===== config.mk =====
export PLATFORM = sky130hd
export DESIGN_NAME = percent_escape_decoder
export DESIGN_NICKNAME = d
export VERILOG_FILES = /design/src/rtl/ped_pkg.sv /design/src/rtl/percent_escape_decoder.sv
export VERILOG_INCLUDE_DIRS = /design/src /design/src/rtl
export SDC_FILE = /design/constraint.sdc
export NUM_CORES = 1
export LEC_CHECK = 0
export ABC_AREA = 1
export BUFFER_PORTS_ARGS = -buffer_cell sky130_fd_sc_hd__buf_2
export CORE_AREA = 4 4 135 137
export DETAILED_ROUTE_END_ITERATION = 8
export DIE_AREA = 0 0 139 141
export SLEW_MARGIN = 30
export SYNTH_ARGS = -nofsm -noshare
export SYNTH_HDL_FRONTEND = slang
export SYNTH_SLANG_ARGS = --single-unit

===== constraint.sdc =====
create_clock -name clk -period 4.85 [get_ports clk]
set_input_delay 0.2425 -clock clk [delete_from_list [all_inputs] [get_ports clk]]
set_output_delay 0.2425 -clock clk [all_outputs]
set_load 0.05 [all_outputs]

===== src/rtl/assert_macros.svh =====
// Assertion helpers for the RTL files.
`ifndef ASSERT_MACROS_SVH
`define ASSERT_MACROS_SVH

// Check a property on every rising edge of clk while rst_n is high.
`define ASSERT_CLK(lbl, prop, msg) \
  lbl: assert property (@(posedge clk) disable iff (!rst_n) (prop)) else $error(msg);

// Check a property on every rising edge of clk, reset included.
`define ASSERT_ALWAYS(lbl, prop, msg) \
  lbl: assert property (@(posedge clk) (prop)) else $error(msg);

`endif


===== src/rtl/ped_pkg.sv =====
package ped_pkg;

  localparam int unsigned LIMIT_W     = 13;
  localparam int unsigned MAX_OUT     = 4096;
  localparam logic [LIMIT_W-1:0] LIMIT_MAX   = LIMIT_W'(MAX_OUT);
  localparam logic [LIMIT_W-1:0] LIMIT_RESET = LIMIT_W'(4096);
  localparam logic [7:0]         PCT_CHAR    = 8'h25;

  // Escape tracking codes
  localparam logic [1:0] HC_NONE = 2'd0;
  localparam logic [1:0] HC_PCT  = 2'd1;
  localparam logic [1:0] HC_DIG  = 2'd2;

  typedef struct packed {
    logic [7:0] in_byte;
    logic       in_last;
  } in_t;

  typedef struct packed {
    logic [7:0] out_byte;
    logic       byte_valid;
    logic       run_last;
    logic       string_done;
  } out_t;

  // Return {is_hex, nibble} for one character, either case.
  function automatic logic [4:0] hex_value(input logic [7:0] c);
    logic [4:0] r;
    r = 5'd0;
    if (c >= 8'h30 && c <= 8'h39) begin
      r = {1'b1, 4'(c - 8'h30)};
    end else if (c >= 8'h41 && c <= 8'h46) begin
      r = {1'b1, 4'(c - 8'h37)};
    end else if (c >= 8'h61 && c <= 8'h66) begin
      r = {1'b1, 4'(c - 8'h57)};
    end
    return r;
  endfunction

endpackage


===== src/rtl/percent_escape_decoder.sv =====
// Each input item's results are registered into the result queue when the item is accepted.
// Throughput: one input item per cycle while each yields at most one result and out_stall is low;
// an item yielding two or three results stalls the input until the single output port
// has drained the four-slot result queue down to one entry.
// Reset (rst_n low, synchronous): queue empty, no escape held, count zero, limit 4096.
`include "assert_macros.svh"

module percent_escape_decoder (
  input  logic                            clk,
  input  logic                            rst_n,
  input  logic                            in_valid,
  output logic                            in_stall,
  input  ped_pkg::in_t                    in_data,
  output logic                            out_valid,
  input  logic                            out_stall,
  output ped_pkg::out_t                   out_data,
  input  logic                            cfg_valid,
  output logic                            cfg_ready,
  input  logic [ped_pkg::LIMIT_W-1:0]     cfg_data
);

  localparam int unsigned DEPTH = 4;

  logic [ped_pkg::LIMIT_W-1:0] limit_r;
  logic [ped_pkg::LIMIT_W-1:0] emit_cnt_r, emit_cnt_nxt;
  logic [1:0]                  held_cnt_r, held_cnt_nxt;
  logic [7:0]                  held1_r, held1_nxt;
  ped_pkg::out_t               q_r [DEPTH];
  ped_pkg::out_t               q_nxt [DEPTH];
  ped_pkg::out_t               q_sh [DEPTH];
  logic [2:0]                  cnt_r, cnt_nxt;

  logic                        accept, pop;
  logic [7:0]                  b;
  logic                        b_pct;
  logic [4:0]                  b_hex, h_hex;
  logic [7:0]                  cand [3];
  logic [2:0]                  nc;
  logic [1:0]                  hc_new;
  logic [7:0]                  h1_new;
  logic [ped_pkg::LIMIT_W-1:0] lim, room;
  logic [1:0]                  k;
  logic [1:0]                  m;
  ped_pkg::out_t               res [3];
  logic [2:0]                  base;
  logic [2:0]                  j3;

  assign cfg_ready = 1'b1;
  assign in_stall  = (cnt_r > 3'd1);
  assign accept    = in_valid && !in_stall;
  assign out_valid = (cnt_r != 3'd0);
  assign out_data  = q_r[0];
  assign pop       = out_valid && !out_stall;

  assign b     = in_data.in_byte;
  assign b_pct = (b == ped_pkg::PCT_CHAR);
  assign b_hex = ped_pkg::hex_value(b);
  assign h_hex = ped_pkg::hex_value(held1_r);

  // Scan the byte against the held escape and list the candidate bytes
  always_comb begin
    cand[0] = 8'h00;
    cand[1] = 8'h00;
    cand[2] = 8'h00;
    nc      = 3'd0;
    hc_new  = held_cnt_r;
    h1_new  = held1_r;
    unique case (held_cnt_r)
      ped_pkg::HC_NONE: begin
        if (b_pct) begin
          hc_new = ped_pkg::HC_PCT;
        end else begin
          cand[0] = b;
          nc      = 3'd1;
        end
      end
      ped_pkg::HC_PCT: begin
        if (b_hex[4]) begin
          hc_new = ped_pkg::HC_DIG;
          h1_new = b;
        end else if (b_pct) begin
          cand[0] = ped_pkg::PCT_CHAR;
          nc      = 3'd1;
        end else begin
          cand[0] = ped_pkg::PCT_CHAR;
          cand[1] = b;
          nc      = 3'd2;
          hc_new  = ped_pkg::HC_NONE;
        end
      end
      ped_pkg::HC_DIG: begin
        if (b_hex[4] && h_hex[4]) begin
          cand[0] = {h_hex[3:0], b_hex[3:0]};
          nc      = 3'd1;
          hc_new  = ped_pkg::HC_NONE;
        end else if (b_pct) begin
          cand[0] = ped_pkg::PCT_CHAR;
          cand[1] = held1_r;
          nc      = 3'd2;
          hc_new  = ped_pkg::HC_PCT;
        end else begin
          cand[0] = ped_pkg::PCT_CHAR;
          cand[1] = held1_r;
          cand[2] = b;
          nc      = 3'd3;
          hc_new  = ped_pkg::HC_NONE;
        end
      end
      default: begin
        hc_new = ped_pkg::HC_NONE;
      end
    endcase
    // Flush a pending escape at the end of the string; keep at most three
    if (in_data.in_last) begin
      if (hc_new != ped_pkg::HC_NONE && nc < 3'd3) begin
        cand[nc[1:0]] = ped_pkg::PCT_CHAR;
        nc            = nc + 3'd1;
      end
      if (hc_new == ped_pkg::HC_DIG) begin
        cand[1] = h1_new;
        nc      = 3'd2;
      end
    end
  end

  // Clip the count of emitted bytes to the per-string limit
  always_comb begin
    lim  = (limit_r > ped_pkg::LIMIT_MAX) ? ped_pkg::LIMIT_MAX : limit_r;
    room = (emit_cnt_r < lim) ? (lim - emit_cnt_r) : '0;
    if (room < ped_pkg::LIMIT_W'(nc)) begin
      k = room[1:0];
    end else begin
      k = nc[1:0];
    end
  end

  // Form the result items of this input item
  always_comb begin
    for (int r = 0; r < 3; r++) begin
      res[r].out_byte    = cand[r];
      res[r].byte_valid  = 1'b1;
      res[r].run_last    = (2'(r) == k - 2'd1);
      res[r].string_done = in_data.in_last && (2'(r) == k - 2'd1);
    end
    m = k;
    if (k == 2'd0 && in_data.in_last) begin
      res[0].out_byte    = 8'h00;
      res[0].byte_valid  = 1'b0;
      res[0].run_last    = 1'b1;
      res[0].string_done = 1'b1;
      m                  = 2'd1;
    end
    if (!accept) begin
      m = 2'd0;
    end
  end

  // Shift out the taken item and append the new results behind the rest
  always_comb begin
    for (int i = 0; i < DEPTH - 1; i++) begin
      q_sh[i] = pop ? q_r[i+1] : q_r[i];
    end
    q_sh[DEPTH-1] = q_r[DEPTH-1];
    base = cnt_r - {2'b00, pop};
    for (int i = 0; i < DEPTH; i++) begin
      j3       = 3'(i) - base;
      q_nxt[i] = q_sh[i];
      if (3'(i) >= base && j3 < {1'b0, m}) begin
        q_nxt[i] = res[j3[1:0]];
      end
    end
    cnt_nxt = base + {1'b0, m};
  end

  // Advance the escape and count state on an accepted item
  always_comb begin
    held_cnt_nxt = held_cnt_r;
    held1_nxt    = held1_r;
    emit_cnt_nxt = emit_cnt_r;
    if (accept) begin
      if (in_data.in_last) begin
        held_cnt_nxt = ped_pkg::HC_NONE;
        held1_nxt    = 8'h00;
        emit_cnt_nxt = '0;
      end else begin
        held_cnt_nxt = hc_new;
        held1_nxt    = h1_new;
        emit_cnt_nxt = emit_cnt_r + ped_pkg::LIMIT_W'(k);
      end
    end
  end

  // Control registers
  always_ff @(posedge clk) begin
    if (!rst_n) begin
      cnt_r      <= 3'd0;
      held_cnt_r <= ped_pkg::HC_NONE;
      emit_cnt_r <= '0;
      limit_r    <= ped_pkg::LIMIT_RESET;
    end else begin
      cnt_r      <= cnt_nxt;
      held_cnt_r <= held_cnt_nxt;
      emit_cnt_r <= emit_cnt_nxt;
      if (cfg_valid && cfg_ready) begin
        limit_r <= cfg_data;
      end
    end
  end

  // Payload registers
  always_ff @(posedge clk) begin
    held1_r <= held1_nxt;
    for (int i = 0; i < DEPTH; i++) begin
      q_r[i] <= q_nxt[i];
    end
  end

  `ASSERT_CLK(a_cnt_bound, cnt_r <= 3'(DEPTH), "result queue overfilled")
  `ASSERT_CLK(a_room_on_accept, accept |-> cnt_r <= 3'd1, "item taken without queue room")
  `ASSERT_CLK(a_done_is_last, (out_valid && out_data.string_done) |-> out_data.run_last,
              "string_done without run_last")
  `ASSERT_CLK(a_empty_closes, (out_valid && !out_data.byte_valid) |-> out_data.string_done,
              "empty result that does not close a string")
  `ASSERT_CLK(a_last_clears, (accept && in_data.in_last) |=> emit_cnt_r == '0,
              "emitted count not cleared after final item")

endmodule


==> results.toml <==
[status]
status = "complete, no violations"

[synth]
netlist_area_sq_um = 6660
netlist_top_cells_count = "268 x nand2_1, 95 x inv_1, 82 x nand3_1"
yosysWarnings = 0
synthTopCellsByArea = "edfxtp_1 23%, nand2_1 15%, dfxtp_1 9.3%, ha_1 7.7%, nand3_1 6.2%"
synth_top_area_share_pct = 23.4
syn-mean-instance-area_sq_um = 7.03
yosysSeqAreaShare_pct = 32.8
syn-instance-count = 947
synth_ff_type = "edfxtp_1"
synth_seq_cells = 83
synth_top_area_cell = "edfxtp_1"
synth_cell_type_count = 53
async_flop_share_pct = 0
synth_edf_count = 52
synth_most_common_cell = "nand2_1"

[power_and_ir_drop]
vdd_ir_drop_max_mv = 0.437
post-layout-total-power_mw = 5.23
p_per_area_nw_per_um2 = 621
p_leak_nw = 3.85

[floorplanning]
dieArea_sq_um = 19600
start_util_pct = 39.1
die_y_microns = 141
ioPinCount = 41
placementRows = 48
die_w_microns = 139
fp.coreArea_sq_um = 17100

[placed_design]
dp_cells = 1244
dp_slack_ns = -0.288
io_buffers = 39
dpl.hpwl_mm = 13.4
gp_congestion = 0.921

[timing]
finClkSkew_ns = 0.0137
max_slew_margin_pct = 63.9
min_period_ns = 4.81
fin_crit_sh_pct = 99.2
finalSetupTns_ns = 0
tightestPinTransition_ns = 0.537
finalSetupViolCount = 0
setup_slack_ns = 0.0365
finalHoldViolations = 0
slew_viol_final = 0
rsz0062_at_grt = "true"
fmax_ghz = 0.208

[cts]
cts_sinks = 83
cts_tree = "done"
cts_root_buffer = "clkbuf_16"
numCtsBuffers = 9
h-tree-depth = 3
clk_pin_slew_ns = 0.07
insertion_delay_ns = 0.35
holdBufCountCts = 0
clockBufferDepth = 2

[routing]
routed_wl_mm = 18.3
vias_per_cell = 5.13
drt_iter0_drc = 410
drtPass1Iterations = 5
vias = 6558
drc = 0
wl_per_cell_microns = 14.3
ant_nets = 0

[global_route]
grt_start_max_net_pins = 43
grt_pass1_vias = 6021
grt_first_pass_wirelength_mm = 28.5
antenna_found_initial = 0
track_usage_pct = 17.7
grt-ovfl-total = 0

[worst_setup_path]
cp_slowest_cell = "dfxtp_2"
arrival_ns = 4.92
path_class = "reg2reg"
worstPathMaxFanout = 7
crit_start = "limit_r[3]"
worst-path-buf-inv = 7
max_stage_delay_ns = 0.33
worstPathRequired_ns = 4.96
end_kind = "register"
worst_path_most_repeated_cell = "nand2_2"
timing.rr.start = "limit_r[3]"
crit_family = "simple AND/OR/NAND/NOR gates"
cp-start-kind = "register"

[hold_path]
hold_class = "in2reg"
min_from = "cfg_data[12]"

[cells_and_area]
drive_gt1_share_pct = 26.7
finalNetCount = 1119
antennaDiodeCount = 0
fin_cells = 1278
area_growth_pct = 26.4
fillerInstances = 1682

[run]
max-cap-violations = 0
-- path summary, 6_finish.rpt --
check | end | slack (ns) | depth (start not counted)
setup / recovery | q_r[1][7] | 0.04 | 33
hold / removal | limit_r[12] | 0.11 | 3
setup reg to reg | q_r[1][7] | 0.04 | 33
hold reg to reg | emit_cnt_r[2] | 0.44 | 1
-- through the flow --
| step | hold WS, ns | util (%) | instance area, sq um |
|---|---|---|---|
| after floorplan | 0.365 | - | 6680 |
| final | 0.107 | 49.4 | 8420 |
| after CTS | 0.0988 | 46.1 | 7870 |
| after detailed placement | 0.427 | 44.2 | 7530 |
| after global routing | 0.134 | 49.4 | 8420 |
| after global placement | 0.435 | 44.2 | 7530 |
-- final cells by class --
| cell class | count | area [sq um] | share of cell area, % |
|---|---|---|---|
| flip-flops and latches | 83 | 2180 | 25.9 |
| repair buffers | 122 | 926 | 11.0 |
| repair inverters | 1 | 5.00 | 0.0594 |
| clock buffers | 9 | 225 | 2.67 |
| inverters | 106 | 409 | 4.86 |
| well taps | 225 | 282 | 3.34 |
| clock inverters | 7 | 57.6 | 0.684 |
| multi-input cells | 725 | 4330 | 51.4 |
-- power by group --
group / total [mW] / internal [mW] / switching (mW) / leakage [nW]
logic: 3.26 / 1.14 / 2.12 / 2.97
clock network: 0.667 / 0.354 / 0.313 / 0.131
registers: 1.30 / 1.21 / 0.0941 / 0.753
total: 5.23 / 2.70 / 2.53 / 3.85
-- repair_timing --
item                       4_1_cts  5_1_grt
hold endpoints to repair         0        0
pin swaps                        3       40
gates cloned                     0        5
buffers inserted                 1       12
setup endpoints to repair       73       86
resized for setup               10       98
-- worst register-to-register path, delay by kind of cell, from the launching register on --
kind            cells  cell delay [ns]
compound gates      3             0.32
buf+inv             7             1.14
fa+ha+maj           3             0.53
flops               1             0.33
simple gates       20             2.26
-- cell usage in the layout (no fill, tap or decap), types with 13 or more instances in the layout --
cell      Yosys  layout
buf_2        11      39
nor2_1       75      60
o21ai_0      47      45
ha_1         41      35
inv_2         9      13
nand3_1      82      79
a21oi_1      74      64
inv_1        95      90
dfxtp_1      31      29
nand2_1     268     245
buf_4         1      71
edfxtp_1     52      52
nand3_2      19      22
nand2_4       5      13
nand2_2      13      29
nand4_1      13      13
-- flip-flops by register name, indices dropped and copies added, names as in the netlist --
signal      count
cnt_r           3
emit_cnt_r     13
held1_r         8
held_cnt_r      2
limit_r        13
q_r            44
-- logic make-up (layout without fill, tap and decap cells) --
logic type	after synthesis	in the layout	share of synthesized area, %
compound gates	162	162	13.6
other cells	1	2	0.0563
xor+xnor	7	7	0.920
buf+inv	141	245	8.64
fa+ha+maj	44	44	8.60
simple gates	509	510	35.5
flops	83	83	32.8
-- layer usage --
layer | vias to the layer above | global-route usage, % | wire length [microns]
met1 | 3015 | 22.5 | 8320
met3 | 27 | 2.92 | 790
li1 | 3371 | - | -
met4 | 0 | 5.41 | 420
met5 | - | 0 | 0
met2 | 145 | 30.8 | 8790
No activity file was read; power rests on OpenSTA's default activity.
